--- src/sv/chained_hash_table_engine_unit_assert.svh ---
// ----------------------------------------------------------------------------
// Assertion macros for the chained hash table engine
// Checks are compiled only when SYNTHESIS is not defined.
// ----------------------------------------------------------------------------
`ifndef CHAINED_HASH_TABLE_ENGINE_UNIT_ASSERT_SVH
`define CHAINED_HASH_TABLE_ENGINE_UNIT_ASSERT_SVH

`ifndef SYNTHESIS
`define CHTE_ASSERT(lbl, clk, rstn, prop) \
	lbl: assert property (@(posedge clk) disable iff (!rstn) prop) \
		else $error("chte check failed");
`define CHTE_NEVER(lbl, clk, rstn, expr) \
	lbl: assert property (@(posedge clk) disable iff (!rstn) !(expr)) \
		else $error("chte forbidden condition");
`else
`define CHTE_ASSERT(lbl, clk, rstn, prop)
`define CHTE_NEVER(lbl, clk, rstn, expr)
`endif

`endif

--- src/sv/chte_pkg.sv ---
// ----------------------------------------------------------------------------
// chte_pkg
// Shared types, constants and key helpers of the hash table engine.
// ----------------------------------------------------------------------------
`timescale 1ns / 1ps
package chte_pkg;

	localparam int KEY_W = 64;
	localparam int VAL_W = 32;
	localparam int ACT_W = 2;
	localparam int CNT_W = 11;
	localparam int KB_W  = 4;
	localparam int CFG_IDX_W = 1;

	localparam logic [KEY_W-1:0] FNV_START = 64'hCBF2_9CE4_8422_2325;
	// FNV prime = 2^40 + 0x1B3
	localparam int               FNV_SHIFT = 40;
	localparam logic [8:0]       FNV_LOW   = 9'h1B3;

	typedef enum logic [ACT_W-1:0] {
		ACT_SET  = 2'd0,
		ACT_GET  = 2'd1,
		ACT_POP  = 2'd2,
		ACT_NONE = 2'd3
	} action_t;

	typedef enum logic [CFG_IDX_W-1:0] {
		REG_BUCKET_COUNT = 1'b0,
		REG_KEY_BYTES    = 1'b1
	} cfg_reg_t;

	typedef struct packed {
		action_t           action;
		logic [KEY_W-1:0]  key;
		logic [VAL_W-1:0]  value;
	} chte_req_t;

	function automatic logic [3:0] bytes_in_use(input logic [KB_W-1:0] kb);
		logic [3:0] n;
		if (kb == '0)
			n = 4'd1;
		else if (kb > 4'd8)
			n = 4'd8;
		else
			n = kb;
		return n;
	endfunction

	function automatic logic [KEY_W-1:0] key_mask(input logic [KB_W-1:0] kb);
		logic [3:0]       n;
		logic [KEY_W-1:0] m;
		n = bytes_in_use(kb);
		m = '1;
		for (int i = 0; i < 8; i++) begin
			if (4'(i) >= n)
				m[i*8 +: 8] = 8'h00;
		end
		return m;
	endfunction

endpackage

--- src/sv/chte_front.sv ---
// ----------------------------------------------------------------------------
// chte_front
// Accepts requests, runs FNV-1 over the key bytes (one byte per cycle) and
// reduces the hash modulo the bucket count (four quotient bits per cycle).
// ----------------------------------------------------------------------------
`timescale 1ns / 1ps
module chte_front #(
	parameter int BUCKETS = 1024
) (
	input  logic                               clk,
	input  logic                               arst_n,
	input  logic                               in_valid,
	output logic                               in_stall,
	input  logic [chte_pkg::ACT_W-1:0]         action,
	input  logic [chte_pkg::KEY_W-1:0]         key,
	input  logic [chte_pkg::VAL_W-1:0]         value,
	input  logic [chte_pkg::CNT_W-1:0]         bucket_count,
	input  logic [chte_pkg::KB_W-1:0]          key_bytes,
	input  logic                               table_busy,
	output logic                               req_valid,
	input  logic                               req_ready,
	output chte_pkg::chte_req_t                req,
	output logic [$clog2(BUCKETS)-1:0]         req_bucket
);
	import chte_pkg::*;

	localparam int BW = $clog2(BUCKETS);

	typedef enum logic [3:0] {
		F_IDLE = 4'b0001,
		F_HASH = 4'b0010,
		F_MOD  = 4'b0100,
		F_PUSH = 4'b1000
	} fstate_t;

	fstate_t          state_q;
	chte_req_t        req_q;
	logic [KEY_W-1:0] h_q, h_next;
	logic [2:0]       byte_q;
	logic [3:0]       nb_q;
	logic [3:0]       step_q;
	logic [CNT_W-1:0] div_q, rem_q, rem_next, cnt_eff;
	logic [CNT_W+BW-1:0] bucket_wide;
	logic             accept;

	assign in_stall  = (state_q != F_IDLE) || table_busy;
	assign accept    = in_valid && !in_stall;
	assign req_valid = (state_q == F_PUSH);
	assign req       = req_q;

	assign bucket_wide = {{BW{1'b0}}, rem_q};
	assign req_bucket  = bucket_wide[BW-1:0];

	always_comb begin
		if (bucket_count == '0)
			cnt_eff = CNT_W'(1);
		else if (32'(bucket_count) > 32'(BUCKETS))
			cnt_eff = CNT_W'(BUCKETS);
		else
			cnt_eff = bucket_count;
	end

	// h * prime, then xor in the next byte
	assign h_next = ((h_q << FNV_SHIFT) + (h_q * KEY_W'(FNV_LOW)))
		^ {56'd0, req_q.key[{byte_q, 3'b000} +: 8]};

	// restoring remainder, four hash bits per cycle, MSB first
	always_comb begin
		logic [CNT_W:0] r;
		r = {1'b0, rem_q};
		for (int i = 0; i < 4; i++) begin
			r = {r[CNT_W-1:0], h_q[KEY_W-1-i]};
			if (r >= {1'b0, div_q})
				r = r - {1'b0, div_q};
		end
		rem_next = r[CNT_W-1:0];
	end

	always_ff @(posedge clk) begin
		case (state_q)
			F_IDLE: begin
				if (accept) begin
					req_q.action <= action_t'(action);
					req_q.key    <= key;
					req_q.value  <= value;
					h_q          <= FNV_START;
					byte_q       <= '0;
					nb_q         <= bytes_in_use(key_bytes);
					div_q        <= cnt_eff;
					rem_q        <= '0;
					step_q       <= '0;
				end
			end
			F_HASH: begin
				h_q    <= h_next;
				byte_q <= byte_q + 1'b1;
			end
			F_MOD: begin
				rem_q  <= rem_next;
				h_q    <= h_q << 4;
				step_q <= step_q + 1'b1;
			end
			default: ;
		endcase
	end

	always_ff @(posedge clk or negedge arst_n) begin
		if (!arst_n) begin
			state_q <= F_IDLE;
		end else begin
			case (state_q)
				F_IDLE: begin
					if (accept)
						state_q <= (action_t'(action) == ACT_NONE) ? F_PUSH : F_HASH;
				end
				F_HASH: begin
					if ({1'b0, byte_q} == nb_q - 4'd1)
						state_q <= F_MOD;
				end
				F_MOD: begin
					if (step_q == 4'd15)
						state_q <= F_PUSH;
				end
				F_PUSH: begin
					if (req_ready)
						state_q <= F_IDLE;
				end
				default: state_q <= F_IDLE;
			endcase
		end
	end

endmodule

--- config.mk ---
export PLATFORM = sky130hd
export DESIGN_NAME = chte_front
export DESIGN_NICKNAME = d
export VERILOG_FILES = /design/src/sv/chained_hash_table_engine_unit_assert.svh /design/src/sv/chte_pkg.sv /design/src/sv/chte_front.sv
export SDC_FILE = /design/constraint.sdc
export NUM_CORES = 1
export LEC_CHECK = 0
export ABC_AREA = 0
export BUFFER_PORTS_ARGS = -buffer_cell sky130_fd_sc_hd__buf_2
export CORE_MARGIN = 2
export CORE_UTILIZATION = 40
export CTS_BUF_LIST = sky130_fd_sc_hd__clkbuf_4 sky130_fd_sc_hd__clkbuf_8
export DETAILED_ROUTE_END_ITERATION = 6
export GPL_TIMING_DRIVEN = 0
export PLACE_DENSITY = 0.66
export RECOVER_POWER = 50
export SLEW_MARGIN = 10
export SYNTH_ARGS = -nofsm -noshare
export SYNTH_HDL_FRONTEND = slang
export SYNTH_SLANG_ARGS = --single-unit
--- constraint.sdc ---
create_clock -name clk -period 14.4 [get_ports clk]
set_clock_uncertainty 0.05 [all_clocks]
set_input_delay 1.44 -clock clk [delete_from_list [all_inputs] [get_ports clk]]
set_output_delay 1.44 -clock clk [all_outputs]
set_load 0.1 [all_outputs]
; After elaboration in Yosys (flattened, before gate mapping)
; Cells that the tools add are included.
[op_classes]
add_sub_neg = 8
n_mul = 1
n_lt_le_gt_ge = 6
eq_ne = 12
shift = 1
n_mux = 20
bitwise = 1
reduce_logical = 15
[ops]
columns = cell, n
row1 = one-hot mux 64 bit (3 select lines), 1
row2 = two-way mux 11 bit, 6
row3 = adder 64 bit, 1
row4 = "multiplier 64 x 9 -> 64 bit, second input constant", 1
row5 = two-way mux 64 bit, 1
row6 = indexed part select 64 x 7 -> 8 bit, 1
row7 = XOR 64 x 8 -> 64 bit, 1
row8 = >= comparator 12 x 11 -> 1 bit, 4
row9 = subtractor 11 bit, 4
row10 = two-way mux 4 bit, 7
row11 = one-hot mux 11 bit (2 select lines), 1
row12 = one-hot mux 4 bit (4 select lines), 1
row13 = "> comparator 11 bit, second input constant", 1
row14 = logical NOT 11 bit, 1
row15 = "equality test 4 bit, second input constant", 2
row16 = one-hot mux 4 bit (2 select lines), 1
row17 = AND reduction 2 bit, 4
row18 = "!= test 2 bit, second input constant", 3
row19 = one-hot mux 3 bit (2 select lines), 1
row20 = "adder 4 x 1 -> 4 bit, second input constant", 1
row21 = equality test 3 x 4 -> 1 bit, 1
row22 = "equality test 4 x 1 -> 1 bit, second input constant", 1
row23 = "equality test 4 x 2 -> 1 bit, second input constant", 1
row24 = "equality test 4 x 3 -> 1 bit, second input constant", 1
row25 = other kinds (15), 17
[word_totals]
reg_bits = 199
in_bits = 118
output_inout_bits = 110
word_cells = 76

; Logic depth before layout (Yosys ltp)
[depth]
ltp_word = 9
mapped_depth = 44
ltp_nobuf = 41

; Least setup slack after synthesis
; OpenSTA, ideal clock, no wires.
[synth_path]
path_kind = reg2reg
startpoint = reg rem_q[1]
endpoint = reg rem_q[1], data pin
setup_ns = 0.256
t_arrival_ns = 8.119
required_ns = 14.094
setup_slack_ns = 5.976
stages_incl_launch_ff = 40
path_buffers = 4
synth_period_minus_slack_ns = 8.424
cell_sequence = edfxtp_1 > ha_1 > nor2b_1 > o21bai_1 > a31oi_1 > a211oi_1 > clkbuf_1 > mux2i_1 > fa_1 > a211oi_1 > o211ai_1 > a41o_1 > o21ai_0 > o211ai_1 > clkbuf_1 > nor2_1 > a21oi_1 > fa_1 > (+4 left out) > o22a_1 > a2111o_1 > and2_4 > clkbuf_1 > nand2_1 > o221ai_1 > ha_1 > nor2b_1 > o21ai_0 > a21boi_0 > o21ai_0 > a21oi_1 > o21ai_0 > a21oi_1 > nor2_1 > nand2_2 > buf_6 > o211a_1
[synth_via]
elab_chain_cells = 9
word_cells_on_any_way = 13
cone_classes = 4 x add/sub / 4 x order compare / 5 x mux
[synth_lines]
columns = item, line_no
row1 = start: declaration, chte_front.sv:42  ; logic [CNT_W-1:0] div_q, rem_q, rem_next, cnt_eff;
row2 = start signal: assignment, chte_front.sv:99  ; rem_q <= rem_next;
row3 = subtractor 11 bit / >= comparator 12 x 11 -> 1 bit (equally long branches), "chte_front.sv:74, chte_front.sv:73"
row4 = two-way mux 11 bit (*), chte_front.sv:73  ; if (r >= {1'b0, div_q})
row5 = subtractor 11 bit / >= comparator 12 x 11 -> 1 bit (equally long branches), "chte_front.sv:74, chte_front.sv:73"
row6 = two-way mux 11 bit (*), chte_front.sv:73
row7 = >= comparator 12 x 11 -> 1 bit / subtractor 11 bit (equally long branches), "chte_front.sv:73, chte_front.sv:74"
row8 = two-way mux 11 bit (*), chte_front.sv:73
row9 = subtractor 11 bit / >= comparator 12 x 11 -> 1 bit (equally long branches), "chte_front.sv:74, chte_front.sv:73"
row10 = two-way mux 11 bit (*), chte_front.sv:73
row11 = one-hot mux 11 bit (2 select lines) (*), chte_front.sv:80  ; case (state_q)
; Mark *: on every way between the ends. The rest lies on a longest branch, timed or not.
; A chain may end at the register's enable or synchronous reset.

; Worst setup path after layout
[layout_path]
startpoint = reg div_q[2]
endpoint = reg rem_q[7], data pin
[layout_via]
elab_chain_cells = 9
word_cells_on_any_way = 13
cone_classes = 4 x add/sub / 4 x order compare / 5 x mux
[layout_lines]
columns = item, line_no
row1 = start: declaration, chte_front.sv:42
row2 = start signal: assignment, chte_front.sv:89  ; div_q <= cnt_eff;
row3 = subtractor 11 bit / >= comparator 12 x 11 -> 1 bit (equally long branches), "chte_front.sv:74, chte_front.sv:73"
row4 = two-way mux 11 bit, chte_front.sv:73
row5 = subtractor 11 bit / >= comparator 12 x 11 -> 1 bit (equally long branches), "chte_front.sv:74, chte_front.sv:73"
row6 = two-way mux 11 bit, chte_front.sv:73
row7 = subtractor 11 bit / >= comparator 12 x 11 -> 1 bit (equally long branches), "chte_front.sv:74, chte_front.sv:73"
row8 = two-way mux 11 bit, chte_front.sv:73
row9 = subtractor 11 bit / >= comparator 12 x 11 -> 1 bit (equally long branches), "chte_front.sv:74, chte_front.sv:73"
row10 = two-way mux 11 bit (*), chte_front.sv:73
row11 = one-hot mux 11 bit (2 select lines) (*), chte_front.sv:80
; Marked as above.

==> flow_metrics.tcl <==
set metrics [dict create \
    outcome "finished, final reports clean" \
    rsz0062_at_grt "no" \
    setup_viol 0 \
    hold_path_class "reg -> reg" \
    drive_gt1_share_pct 8.28 \
    ys_warn_count 0 \
    synth_xor_xnor_area_share_pct 4.34 \
    rows 83 \
    netlist_instances 1987 \
    hold_violations 0 \
    worstPathMaxFanout 10 \
    wl_met3_um 2920 \
    cts_setup_buffers 0 \
    insertion_delay_ns 0.51 \
    design.portCount 228 \
    place_congestion 0.933 \
    clock.fmax_ghz 0.0954 \
    cts-root-buf "clkbuf_8" \
    synth-async-reset-ratio_pct 2.01 \
    synthAdderAreaFrac_pct 36.9 \
    fin_crit_sh_pct 72.8 \
    synth_nets 2572 \
    antenna_left 0 \
    htreeDepth 4 \
    coreArea_um2 51600 \
    postSynthAreaPerCell_um2 10.6 \
    r2r_cells 43 \
    worstHoldStart "step_q[0]" \
    grt_pass1_vias 16400 \
    synth_edf_count 195 \
    synth_cell_type_count 67 \
    place_hpwl_um 46300 \
    grt_pass1_wl_um 87000 \
    synthMuxAreaShare_pct 3.13 \
    cts.path.max_buffers 2 \
    drtPass1Iterations 5 \
    routed.top_layer "met5" \
    die_area_um2 54300 \
    hold_depth 1 \
    overflow 0 \
    synth_simple_gate_area_share_pct 7.20 \
    avgViaCountPerCell 5.19 \
    worst_pin_slew_ns 1.26 \
    ctsHoldBuffers 0 \
    cts.sinks 199 \
    seq_area_frac_synth_pct 28.4 \
    arrival_ns 10.70 \
    crit_required_ns 14.61 \
    syn_to_final_growth_pct 11.2 \
    cts_tree "built" \
    synthFlopType "edfxtp_1" \
    placed_cells 2895 \
    timing.rr.start "div_q[2]" \
    cp_common_cell "a21oi_1" \
    start_kind "flop" \
    vias 15200 \
    initial_core_util_pct 40.7 \
    drc_errors 0 \
    synth_compound_area_share_pct 11.8 \
    synth_top_family_by_area "adder cells" \
    relSlewSlack_pct 16.4 \
    maxCapViolCount 0 \
    die_y_um 233 \
    hold_slack_ns 0.564 \
    cts_buffers 17 \
    totalWireLength_um 54300 \
    r2r_slack_ns 3.91 \
    synth_area_um2 21000 \
    finalCriticalPeriod_ns 10.49 \
    instances_no_fill 2928 \
    cts.clk_slew.worst_paths_ns 0.13 \
    critPathKind "reg -> reg" \
    cts-resized-gates 0 \
    drv_slew 0 \
    portBuffers 226 \
    r2r-end "rem_q[7]" \
    grt_max_degree 70 \
    ys_ff_latch 199 \
    wire_per_inst_um 18.5 \
    chipWidth_um 233 \
    antenna_found_initial 3 \
    drt_iter0_drc 868 \
    min_to "step_q[0]" \
    grt_use_total_pct 20.6 \
    wl_met2_um 26600 \
    cpMaxStageDelayCell "a211oi_1" \
    crit_path_end_kind "flop" \
    num-nets-final 2819 \
    wl_met1_um 23200 \
    fin_setup_tns_ns 0 \
    cp_slowest_stage_delay_ns 0.63 \
]
## worst max-delay path by stage
stage                         from        to  slack (ns)  cells after the start
after floorplan           rem_q[1]  rem_q[1]        5.98                     39
after global placement    div_q[5]  rem_q[8]        4.22                     43
after detailed placement  div_q[2]  rem_q[7]        4.05                     43
after CTS                 div_q[2]  rem_q[7]        4.00                     43
after global routing      div_q[2]  rem_q[6]        3.07                     43
final                     div_q[2]  rem_q[7]        3.91                     43
## synthesized netlist by cell type, types with 3 or more instances
cell type / instances / share of area [%]
nand2b_1: 11 / 0.33
a21boi_0: 5 / 0.18
o41ai_1: 3 / 0.13
fa_1: 252 / 24
o21a_1: 14 / 0.50
nor3_1: 17 / 0.41
and3_1: 3 / 0.089
nand4_1: 24 / 0.72
and2_1: 4 / 0.12
a21oi_1: 117 / 2.8
nand3b_1: 4 / 0.14
nand3_1: 18 / 0.43
mux2i_1: 24 / 1.1
a31oi_1: 15 / 0.45
o31a_1: 4 / 0.17
or3_1: 4 / 0.12
nor2_1: 96 / 1.7
xnor2_1: 59 / 2.5
nor4b_1: 4 / 0.17
a21o_1: 46 / 1.6
a2111oi_0: 5 / 0.21
mux4_2: 16 / 1.7
inv_1: 398 / 7.1
o311ai_0: 3 / 0.13
nor2b_1: 23 / 0.69
o211ai_1: 6 / 0.21
ha_1: 215 / 13
nand2_1: 100 / 1.8
clkbuf_1: 39 / 0.70
a211oi_1: 15 / 0.54
xor2_1: 45 / 1.9
buf_4: 10 / 0.36
edfxtp_1: 195 / 28
mux2_2: 5 / 0.27
o21bai_1: 15 / 0.54
dfrtp_1: 3 / 0.36
o31ai_1: 12 / 0.43
nor4_1: 5 / 0.15
o221ai_1: 6 / 0.25
o21ai_0: 115 / 2.7
## cell usage in the layout, fill, tap and decap left out, drive strengths merged, types with 6 or more instances in the layout
master / n
inv: 408
fa: 252
ha: 215
edfxtp: 195
clkbuf: 171
buf: 126
a21oi: 117
o21ai: 115
nand2: 101
nor2: 96
xnor2: 59
a21o: 46
xor2: 45
nand4: 24
mux2i: 24
nor2b: 23
nand3: 18
nor3: 17
mux4: 16
a211oi: 16
o21bai: 15
a31oi: 15
o21a: 14
o31ai: 12
nand2b: 11
o211ai: 6
o221ai: 6
## logic make-up after synthesis
group	after synthesis
compound gates	401
flops	199
simple gates	321
buf+inv	450
fa+ha+maj	467
xor+xnor	104
mux	45
## per-layer routing
metal	vias to the layer above	GRT usage, %
met5	-	0
met4	4	6.57
met3	86	3.53
met2	444	34.8
met1	7456	26.9
li1	7201	-
## layout make-up
type | instances | area, µm²
fillers | 4911 | 28300
multi-input cells | 1338 | 13300
flip-flops and latches | 199 | 5960
inverters | 398 | 1500
repair buffers | 228 | 1040
well taps | 680 | 851
plain buffers | 52 | 240
clock buffers | 17 | 234
clock inverters | 15 | 224
diodes | 1 | 2.50
## stage by stage
| step | setup slack [ns] | cell area (µm²) | util, % |
|---|---|---|---|
| after global placement | 4.22 | 23000 | 44.5 |
| after floorplan | 5.98 | 21000 | - |
| after global routing | 3.07 | 23300 | 45.2 |
| final | 3.91 | 23300 | 45.2 |
| after CTS | 4.00 | 23500 | 45.5 |
| after detailed placement | 4.05 | 23000 | 44.6 |
## worst max-delay path, delay by kind of cell (launching register included)
kind            cells  cell delay [ns]
simple gates        9             1.34
buf+inv             6             1.43
fa+ha+maj           4             1.51
flops               1             0.39
compound gates     23             5.27
mux                 1             0.23
## flip-flops by register name, summed over array words and instances, names as in the netlist
signal and flops:
byte_q 3, nb_q 4, state_q 4, h_q 64, div_q 11, rem_q 11, req 98, step_q 4
Power is not shown: default switching activity piles up to over one toggle a cycle in this logic, so the estimate is an artifact.
