===== src/sv/chained_hash_table_engine_unit_assert.svh =====
// ----------------------------------------------------------------------------
// Assertion macros for the chained hash table engine
// Checks are compiled only when SYNTHESIS is not defined.
// ----------------------------------------------------------------------------
`ifndef CHAINED_HASH_TABLE_ENGINE_UNIT_ASSERT_SVH
`define CHAINED_HASH_TABLE_ENGINE_UNIT_ASSERT_SVH

`ifndef SYNTHESIS
`define CHTE_ASSERT(lbl, clk, rstn, prop) \
	lbl: assert property (@(posedge clk) disable iff (!rstn) prop) \
		else $error("chte check failed");
`define CHTE_NEVER(lbl, clk, rstn, expr) \
	lbl: assert property (@(posedge clk) disable iff (!rstn) !(expr)) \
		else $error("chte forbidden condition");
`else
`define CHTE_ASSERT(lbl, clk, rstn, prop)
`define CHTE_NEVER(lbl, clk, rstn, expr)
`endif

`endif


===== src/sv/chte_fifo.sv =====
// ----------------------------------------------------------------------------
// chte_fifo
// Small request queue between the hashing front end and the chain walker.
// ----------------------------------------------------------------------------
`timescale 1ns / 1ps
module chte_fifo #(
	parameter int WIDTH = 8,
	parameter int DEPTH = 2
) (
	input  logic             clk,
	input  logic             arst_n,
	input  logic             push_valid,
	output logic             push_ready,
	input  logic [WIDTH-1:0] push_data,
	output logic             pop_valid,
	input  logic             pop_ready,
	output logic [WIDTH-1:0] pop_data
);

	localparam int PW = (DEPTH > 1) ? $clog2(DEPTH) : 1;

	logic [WIDTH-1:0] slot_q [DEPTH];
	logic [PW-1:0]    wr_q, rd_q;
	logic [PW:0]      cnt_q;
	logic             do_push, do_pop;

	assign push_ready = (cnt_q != (PW+1)'(DEPTH));
	assign pop_valid  = (cnt_q != '0);
	assign pop_data   = slot_q[rd_q];
	assign do_push    = push_valid && push_ready;
	assign do_pop     = pop_valid && pop_ready;

	always_ff @(posedge clk) begin
		if (do_push)
			slot_q[wr_q] <= push_data;
	end

	always_ff @(posedge clk or negedge arst_n) begin
		if (!arst_n) begin
			wr_q  <= '0;
			rd_q  <= '0;
			cnt_q <= '0;
		end else begin
			if (do_push)
				wr_q <= (wr_q == PW'(DEPTH-1)) ? '0 : wr_q + 1'b1;
			if (do_pop)
				rd_q <= (rd_q == PW'(DEPTH-1)) ? '0 : rd_q + 1'b1;
			if (do_push && !do_pop)
				cnt_q <= cnt_q + 1'b1;
			else if (do_pop && !do_push)
				cnt_q <= cnt_q - 1'b1;
		end
	end

endmodule


===== config.mk =====
export PLATFORM = sky130hd
export DESIGN_NAME = chte_fifo
export DESIGN_NICKNAME = d
export VERILOG_FILES = /design/src/sv/chained_hash_table_engine_unit_assert.svh /design/src/sv/chte_fifo.sv
export SDC_FILE = /design/constraint.sdc
export NUM_CORES = 1
export LEC_CHECK = 0
export BUFFER_PORTS_ARGS = -buffer_cell sky130_fd_sc_hd__buf_4
export CAP_MARGIN = 20
export CORE_MARGIN = 4
export CORE_UTILIZATION = 48
export CTS_CLUSTER_DIAMETER = 80
export DETAILED_ROUTE_END_ITERATION = 6
export PLACE_DENSITY = 0.81
export SYNTH_ARGS = -nofsm -noshare
export SYNTH_HDL_FRONTEND = slang
export SYNTH_SLANG_ARGS = --single-unit

===== constraint.sdc =====
create_clock -name clk -period 1.65 [get_ports clk]
set_input_delay 0 -clock clk [delete_from_list [all_inputs] [get_ports clk]]
set_output_delay 0 -clock clk [all_outputs]
set_load 0.05 [all_outputs]

# Word level (Yosys, flattened, before mapping)
# Memories as Yosys holds them, arrays and structs flattened.
# Index checks and enable logic that the tools add are counted.
# word_totals
output_inout_bits	10
n_memories	1
ff_bits	4
word_cells	23
in_bits	12
ram_bits	16
# op_classes
n_eq_ne	1
add_sub_neg	4
muxes	6
n_reduce_logical	8
# mem_list
memory	words	width	read_ports	rd_ports_with_merged_regs	write_ports	line	rtl
slot_q	2	8	1	0	1	chte_fifo.sv:22	logic [WIDTH-1:0] slot_q [DEPTH];
# ops
op	n
1-bit logical AND	4
1-bit two-way mux	4
2-bit two-way mux	2
2-bit nonzero test	2
1-bit adder (second input constant)	2
2-bit by 1-bit adder with 2-bit output (second input constant)	1
1-bit zero test	2
2-bit != test (second input constant)	1
2-bit by 1-bit subtractor with 2-bit output (second input constant)	1

# Depth between registers and ports, before layout
# Gate-level depths: netlist of run 1.
# logic_depth
ltp_word	6
ltp_mapped	7
ltp_nobuf	7

# Least setup slack after synthesis of run 1
# No wires, ideal clock.
# synth_timing
path_kind	register -> register
from	reg cnt_q[0]
to	mem slot_q[0][0], enable pin
required_ns	1.280
stages_incl_launch_ff	4
arrival_ns	1.131
setup_slack_ns	0.149
path_buffers	0
period_less_slack_ns	1.501
setup_ns	0.370
cell_sequence	dfrtp_1 > nand2b_4 > nand2_1 > nor2_1
# synth_via
elab_chain_cells	4
# synth_lines
element	line	rtl
from (decl)	chte_fifo.sv:24	logic [PW:0] cnt_q;
from (signal assigned)	chte_fifo.sv:49	cnt_q <= cnt_q + 1'b1;
from (signal assigned)	chte_fifo.sv:51	cnt_q <= cnt_q - 1'b1;
2-bit != test	chte_fifo.sv:27	assign push_ready = (cnt_q != (PW+1)'(DEPTH));
net push_ready	chte_fifo.sv:13	output logic push_ready,
1-bit logical AND	chte_fifo.sv:30	assign do_push = push_valid && push_ready;
1-bit two-way mux	chte_fifo.sv:34	if (do_push)
1-bit two-way mux (implied by the code)	chte_fifo.sv:35	slot_q[wr_q] <= push_data;
to (decl)	chte_fifo.sv:22	
# The timed path passes the listed nets, and every way through them passes these cells.

# Worst setup path after layout of run 1
# layout_timing
from	reg cnt_q[0]
to	reg cnt_q[1]
# layout_via
elab_chain_cells	5
elab_cells_between_ends	13
cone_classes	add/sub: 2; eq/ne: 1; mux: 2; reduce/logical: 8
# layout_lines
element
branches (longest 5 deep; another with 2-bit by 1-bit subtractor with 2-bit output)
# Parallel ways; which one is timed is not known. The select of a mux whose other input is x is not followed.
# A chain may end at the register's enable or synchronous reset.

==> results.json, run 1 <==
{
  "slew-limit-headroom_pct": 73.30,
  "cts_buffer_depth": 2,
  "yosys-top-cells-area": "edfxtp_1 (61%), dfrtp_1 (13%), mux2_2 (11%), xnor2_1 (3.3%), xor2_1 (2.2%)",
  "max_cap_violations": 0,
  "yosys.area.top_type": "edfxtp_1",
  "drt_iter0_drc": 1,
  "hold_path.class": "input pin to flip-flop",
  "grt_pass1_vias": 485,
  "fmax_mhz": 705.5,
  "finalSetupViolations": 0,
  "clk_pin_slew_worst_paths_ns": 0.09,
  "synth_seq_cells": 20,
  "wl_per_cell_um": 13.57,
  "crit_type": "flip-flop to flip-flop",
  "ys_warn_count": 0,
  "status": "complete, no violations",
  "drive_gt1_share_pct": 46.84,
  "min_period_ns": 1.417,
  "core_area_mm2": 0.001524,
  "nets": 93,
  "die_area_mm2": 0.002351,
  "die_h_um": 48.49,
  "crit_required_ns": 1.86,
  "vias": 456,
  "clock_skew_ns": 0.01297,
  "vias_per_cell": 4.800,
  "n_antenna_cell": 0,
  "track_usage_pct": 11.79,
  "ant_nets": 0,
  "worst_pin_slew_ns": 0.4004,
  "cts_tree": "yes",
  "numCtsBuffers": 3,
  "io_pins": 22,
  "avgSynthCellArea_um2": 18.30,
  "crit_path_start": "cnt_q[0]",
  "rsz0062_at_grt": "no",
  "worstHoldStart": "push_valid",
  "reg2reg_from": "cnt_q[0]",
  "grt_pass1_wl_mm": 2.173,
  "synth_nets": 56,
  "period_share_pct": 85.90,
  "area_growth_syn_to_layout_pct": 39.91,
  "gp_congestion": 0.7298,
  "worstSetupStartpointType": "flip-flop",
  "die_w_um": 48.49,
  "path_max_fanout": 4,
  "wl_mm": 1.289,
  "synthCells": 43,
  "final_core_util_pct": 72.25,
  "highest_layer": "met4",
  "start_util_pct": 51.64,
  "worstPathArrival_ns": 1.62,
  "antenna_found_initial": 0,
  "ys_types": 14,
  "finalHoldViolCount": 0,
  "mostFrequentLayoutCells": "buf_4 (23), edfxtp_1 (16), dlygate4sd3_1 (10)",
  "layout_commonest_cell": "buf_4",
  "tns_ns": 0,
  "row_count": 14,
  "worst_setup_path_end_kind": "flip-flop",
  "p_leak_nw": 0.4549,
  "wl_met2_um": 676,
  "htreeDepth": 1,
  "worst_ir_drop_vdd_v": 0.001132,
  "routedLengthMet1_um": 540,
  "yosysSeqAreaShare_pct": 73.77,
  "io_buffers": 21,
  "overflow": 0,
  "grt_max_degree": 12,
  "dr_wl_met3_um": 57,
  "cts_resized": 0,
  "syn_area_um2": 787.0,
  "dpl.hpwl_um": 937.4,
  "cts_root_buf": "clkbuf_4",
  "power_density_mw_per_mm2": 1870,
  "clock-sinks": 20,
  "slew_viol_final": 0,
  "drtPass1Iterations": 2,
  "route.detailed.drc": 0,
  "clk_latency_ns": 0.29,
  "synth_top_cell_area_share_pct": 61.05
}
[path summary, 6_finish.rpt]
path,endpoint,slack (ns),depth (start not counted)
setup reg to reg,cnt_q[1],0.23,6
min in group asynchronous,cnt_q[0],0.06,2
max in group asynchronous,rd_q,1.50,2
hold reg to reg,wr_q,0.51,1
setup / recovery,cnt_q[1],0.23,6
hold / removal,wr_q,0.04,3
[critical path: stages, from the launching register on]
cell	delay (ns)
dfrtp_1	0.43
nand2b_4	0.17
nand2_1	0.11
inv_1	0.06
ha_1	0.30
nor2_1	0.13
xor2_1	0.15
[cells in the mapped netlist]
cell	n
dfrtp_1	4
buf_2	1
xnor2_1	3
and3_1	1
nand2b_4	1
or2_4	1
nor2_1	2
nand2_1	1
ha_1	1
xor2_1	2
inv_1	1
edfxtp_1	16
mux2_2	8
nand2_4	1
[power breakdown]
| part | switching, mW | internal (mW) | total, mW |
|---|---|---|---|
| Sequential | 0.105 | 0.705 | 0.810 |
| Clock | 0.129 | 0.0936 | 0.223 |
| Combinational | 0.619 | 0.406 | 1.03 |
[state kept, by name (all words and copies together) (netlist names)]
signal and count:
rd_q 1, cnt_q 2, wr_q 1, slot_q 16
[cells by family (layout without fill, tap and decap cells)]
group	Yosys count	in the layout	share of synthesized area [%]
simple gates	7	7	6.518
mux	8	8	11.45
flops	20	20	73.77
buf+inv	2	38	1.112
xor+xnor	5	5	5.565
fa+ha+maj	1	1	1.590
[layer usage]
layer | vias to the layer above | track usage (%)
li1 | 228 | -
met1 | 214 | 13.39
met2 | 12 | 20.43
met3 | 2 | 3.067
met4 | 0 | 5.381
met5 | - | 0
[cell type report]
type	instances	area [µm²]
Clock buffer	4	26.28
Fill cell	98	422.9
Inverter	1	3.754
Multi-Input combinational cell	21	197.7
Sequential cell	20	580.6
Tap cell	16	20.02
Timing Repair Buffer	33	272.8
[per-stage QoR]
stage                     total power [mW]  worst slack (ns)  cells  instance area (µm²)  hold slack [ns]
final                                2.059            0.2326     95                 1101          0.04215
after global routing                 2.173            0.1235     95                 1101          0.05035
after CTS                            2.085            0.1984     95                 1101          0.03293
after detailed placement             1.844            0.2310     81                974.7          -0.1992
after global placement               1.815            0.2753     81                974.7          -0.2002
after floorplan                      1.557            0.1491     43                787.0          -0.2956
[what timing repair did]
item | in CTS | in global routing
hold buffers | 10 | 0
hold endpoints to repair | 21 | 0
setup buffers | 0 | 0
(Power assumes the default switching activity.)
==> inputs of run 2 (changes only) <==
--- a/config.mk
+++ b/config.mk
@@ -7,11 +7,11 @@
 export LEC_CHECK = 0
 export BUFFER_PORTS_ARGS = -buffer_cell sky130_fd_sc_hd__buf_4
 export CAP_MARGIN = 20
-export CORE_MARGIN = 4
 export CORE_UTILIZATION = 48
 export CTS_CLUSTER_DIAMETER = 80
 export DETAILED_ROUTE_END_ITERATION = 6
 export PLACE_DENSITY = 0.81
+export SLEW_MARGIN = 10
 export SYNTH_ARGS = -nofsm -noshare
 export SYNTH_HDL_FRONTEND = slang
 export SYNTH_SLANG_ARGS = --single-unit
==> results.json, run 2 (synthesis results as in run 1) <==
{
  "clk_pin_slew_worst_paths_ns": 0.10,
  "overflow": 0,
  "path_max_fanout": 9,
  "worstSetupStartpointType": "flip-flop",
  "cts_tree": "yes",
  "reg_top3": "slot_q x16, cnt_q x2",
  "grt_max_degree": 12,
  "vias_per_cell": 4.968,
  "use_met1_pct": 17.73,
  "cts_buffer_depth": 2,
  "gp_congestion": 0.7497,
  "clk_latency_ns": 0.29,
  "top_register": "slot_q",
  "nets": 92,
  "status": "complete, no violations",
  "finalSetupViolations": 0,
  "grt_pass1_vias": 487,
  "min_period_ns": 1.445,
  "track_usage_pct": 15.67,
  "row_count": 14,
  "rr_endpoint": "cnt_q[1]",
  "antenna_found_initial": 0,
  "dpl.hpwl_um": 823.2,
  "fmax_mhz": 692.0,
  "dpl_cell_area_um2": 967.2,
  "drtPass1Iterations": 4,
  "mostFrequentLayoutCells": "buf_4 (22), edfxtp_1 (16), dlygate4sd3_1 (10)",
  "numCtsBuffers": 3,
  "clock-sinks": 20,
  "die_h_um": 42.49,
  "layout.cells.non_filler": 94,
  "route.detailed.drc": 0,
  "die_area_mm2": 0.001805,
  "vias": 467,
  "worst_pin_slew_ns": 0.3917,
  "rsz0062_at_grt": "no",
  "worstPathArrival_ns": 1.45,
  "start_util_pct": 51.64,
  "grt_use_met2_pct": 27.38,
  "grt_pass1_wl_mm": 1.994,
  "max_cap_violations": 0,
  "crit_type": "flip-flop to output port",
  "slew_viol_final": 0,
  "stdcell_area_mm2": 0.001094,
  "ff2ff_setup_slack_ns": 0.22,
  "die_w_um": 42.49,
  "reg2reg_from": "cnt_q[0]",
  "ant_nets": 0,
  "io_buffers": 21,
  "n_antenna_cell": 0,
  "htreeDepth": 1,
  "worst_ir_drop_vdd_v": 0.001016,
  "layout_commonest_cell": "buf_4",
  "top_usage_layer": "met2",
  "p_leak_nw": 0.4500,
  "largest_register_ffs": 16,
  "area_growth_syn_to_layout_pct": 38.95,
  "wl_mm": 1.258,
  "tns_ns": 0,
  "reg2reg_depth": 6,
  "core_area_mm2": 0.001524,
  "wl_per_cell_um": 13.38,
  "drt_iter0_drc": 11,
  "hold_path.class": "input pin to async pin",
  "power_density_mw_per_mm2": 1868,
  "cts_root_buf": "clkbuf_4",
  "io_pins": 22,
  "seqCellArea_um2": 580.6,
  "slew-limit-headroom_pct": 73.88,
  "post_cts_buffers": 0,
  "fin_hold_ws_ns": 0.05596,
  "worst_setup_path_end_kind": "output port",
  "grt_util_met3_pct": 1.293,
  "final.fill_count": 115,
  "drive_gt1_share_pct": 46.15,
  "finalHoldViolCount": 0,
  "clock_skew_ns": 0.002934,
  "multi_input_area_um2": 197.7,
  "dp_cells": 80,
  "period_share_pct": 87.58,
  "crit_required_ns": 1.65
}
==> run 2: metrics by stage <==
stage	util (%)	worst slack [ns]	total power, mW
floorplan	-	0.1491	1.557
global placement	63.46	0.2836	1.801
detailed placement	63.46	0.2309	1.825
CTS	71.76	0.1918	2.061
global route	71.76	0.09931	2.148
finish	71.76	0.2049	2.042
==> run 2: timing repair <==
action                                 in CTS  in global routing
endpoints found under the hold margin      21                  0
hold buffers                               10                  0
gates resized for setup                     0                  0
setup endpoints to repair                   0                  0
==> run 2: worst max-delay path: stages, from the launching register on <==
cell and delay, ns:
dfrtp_1 0.58, mux2_2 0.39, buf_4 0.19
==> run 2: routing by layer <==
metal  vias to the layer above  share of wire [%]
met2                        14                 56
met3                         4                3.0
met5                         -                  0
met1                       224                 38
met4                         0                2.5
li1                        225                  -
==> run 2: cell type report <==
class                           count  share of cell area [%]
Clock buffer                        3                   2.059
Clock inverter                      1                  0.3432
Inverter                            1                  0.3432
Multi-Input combinational cell     21                   18.08
Sequential cell                    20                   53.09
Tap cell                           16                   1.831
Timing Repair Buffer               32                   24.26
==> run 2: report_power, final <==
part | internal [mW] | switching, mW | leakage [nW] | total (mW)
logic | 0.397 | 0.613 | 0.239 | 1.01
clock network | 0.0877 | 0.135 | 0.0154 | 0.223
registers | 0.705 | 0.105 | 0.195 | 0.810
total | 1.19 | 0.853 | 0.450 | 2.04
==> run 2: how the worst max path moves through the flow <==
stage / from / to / slack (ns)
2_1_floorplan: cnt_q[0] / slot_q[0][0] / 0.15
3_3_place_gp: cnt_q[1] / cnt_q[1] / 0.28
3_5_place_dp: cnt_q[0] / cnt_q[1] / 0.23
4_1_cts: rd_q / pop_data[4] / 0.19
5_1_grt: cnt_q[0] / cnt_q[1] / 0.1
6_report: rd_q / pop_data[1] / 0.20
==> inputs of run 3 (changes only) <==
--- a/config.mk
+++ b/config.mk
@@ -7,10 +7,10 @@
 export LEC_CHECK = 0
 export BUFFER_PORTS_ARGS = -buffer_cell sky130_fd_sc_hd__buf_4
 export CAP_MARGIN = 20
-export CORE_UTILIZATION = 48
+export CORE_UTILIZATION = 44
 export CTS_CLUSTER_DIAMETER = 80
 export DETAILED_ROUTE_END_ITERATION = 6
-export PLACE_DENSITY = 0.81
+export PLACE_DENSITY = 0.79
 export SLEW_MARGIN = 10
 export SYNTH_ARGS = -nofsm -noshare
 export SYNTH_HDL_FRONTEND = slang
==> constraint.sdc (replaced) <==
create_clock -name clk -period 1.32 [get_ports clk]
set_input_delay 0 -clock clk [delete_from_list [all_inputs] [get_ports clk]]
set_output_delay 0 -clock clk [all_outputs]
set_load 0.05 [all_outputs]
==> results.json, run 3 (synthesis results as in run 1) <==
{
  "status": "complete, no violations",
  "finalSetupViolations": 0,
  "crit_chain": "or2_4 > nand2_4 > ha_4 > xor2_2 > nor2_2 > xor2_1",
  "max_cap_violations": 0,
  "fmax_mhz": 759.0,
  "drt_iter0_drc": 2,
  "grt_max_degree": 12,
  "grt_pass1_vias": 516,
  "wl_per_cell_um": 12.43,
  "die_w_um": 44.29,
  "dpl.hpwl_um": 846.5,
  "slew-limit-headroom_pct": 88.53,
  "io_pins": 22,
  "cts_root_buf": "clkbuf_4",
  "cts_tree": "yes",
  "multi_input_area_um2": 240.2,
  "crit_required_ns": 1.50,
  "worstPathArrival_ns": 1.49,
  "crit_buf_inv": 0,
  "overflow": 0,
  "drtPass1Iterations": 2,
  "slew_viol_final": 0,
  "clock-sinks": 20,
  "area_growth_syn_to_layout_pct": 60.57,
  "seqCellArea_um2": 581.8,
  "io_buffers": 21,
  "period_share_pct": 99.81,
  "die_h_um": 44.29,
  "antenna_found_initial": 0,
  "ant_nets": 0,
  "dp_cells": 92,
  "grt_pass1_wl_mm": 2.145,
  "numCtsBuffers": 3,
  "worst_setup_path_end_kind": "flip-flop",
  "dpl_cell_area_mm2": 0.001017,
  "worst_ir_drop_vdd_v": 0.001857,
  "track_usage_pct": 16.54,
  "clk_latency_ns": 0.29,
  "dp_slack_ns": -0.03591,
  "p_leak_nw": 0.5098,
  "vias_per_cell": 4.505,
  "largest_register_ffs": 16,
  "clk_pin_slew_worst_paths_ns": 0.11,
  "crit_path_max_incr_delay_ns": 0.41,
  "worst_pin_slew_ns": 0.1720,
  "n_antenna_cell": 0,
  "worstSetupStartpointType": "flip-flop",
  "path_max_fanout": 2,
  "clock_skew_ns": 0.01270,
  "rsz0062_at_grt": "yes",
  "layout.cells.non_filler": 111,
  "setup_ws_ns": 0.002527,
  "mostFrequentLayoutCells": "buf_4 (19), edfxtp_1 (16), buf_6 (13)",
  "htreeDepth": 1,
  "start_util_pct": 49.37,
  "cp_top_family": "flip-flops",
  "hold_path.class": "input pin to async pin",
  "finalHoldViolCount": 0,
  "vias": 500,
  "layout_commonest_cell": "buf_4",
  "min_period_ns": 1.317,
  "cts_buffer_depth": 2,
  "stdcell_area_mm2": 0.001264,
  "final_core_util_pct": 79.28,
  "reg_top3": "slot_q x16, cnt_q x2",
  "wl_mm": 1.380,
  "crit_slowest_cell": "dfrtp_1",
  "final.fill_count": 96,
  "drive_gt1_share_pct": 62.07,
  "row_count": 14,
  "power_density_mw_per_mm2": 2400,
  "nets": 101,
  "top_register": "slot_q",
  "route.detailed.drc": 0,
  "ff2ff_setup_slack_ns": 0.003,
  "crit_type": "flip-flop to flip-flop",
  "core_area_mm2": 0.001594,
  "die_area_mm2": 0.001962,
  "gp_congestion": 0.6802
}
## run 3: cell type report
| type | count | share of cell area (%) |
|---|---|---|
| sequential | 20 | 46.04 |
| timing repair buffer | 41 | 30.00 |
| multi-input combinational | 21 | 19.01 |
| tap | 24 | 2.376 |
| clock buffer | 4 | 2.079 |
| inverter | 1 | 0.4951 |
## run 3: worst paths after layout
kind / startpoint / end / cells past startpoint
max in group asynchronous: arst_n / rd_q / 2
hold reg to reg: wr_q / wr_q / 1
setup reg to reg: cnt_q[1] / cnt_q[1] / 6
hold / removal: arst_n / wr_q / 2
min in group clk: pop_ready / rd_q / 4
setup / recovery: cnt_q[1] / cnt_q[1] / 6
## run 3: timing repair
action,in CTS,in global routing
endpoints found under the setup margin,9,25
buffers inserted,7,0
hold endpoints to repair,20,0
hold buffers,9,0
pin swaps,7,6
resized for setup,11,14
## run 3: worst register-to-register path, stage by stage, from the launching register on
cell and delay [ns]:
dfrtp_1 0.41, or2_4 0.27, nand2_4 0.07, ha_4 0.13, xor2_2 0.14, nor2_2 0.05
xor2_1 0.14
## run 3: power by group
group	internal, mW	total, mW	switching, mW
logic	0.827	1.77	0.946
registers	0.885	0.973	0.0881
clock network	0.117	0.287	0.169
total	1.83	3.03	1.20
## run 3: stage by stage
step	setup TNS [ns]	hold WS (ns)	total power [mW]
2_1_floorplan	-0.1082	-0.2956	1.965
3_3_place_gp	0	-0.2001	2.344
3_5_place_dp	-0.03591	-0.1981	2.369
4_1_cts	-0.04024	0.01669	2.900
5_1_grt	-0.5885	0.005808	3.188
6_report	0	0.03005	3.032
## run 3: routing by layer
layer  part of all wire (%)  vias up  wire [µm]  track usage [%]
met5                      0        -          0                0
met4                    1.4        0         19            10.91
met3                    2.8        2         39            4.898
met2                     56       15        767            29.12
met1                     40      242        554            16.76
li1                       -      241          -                -
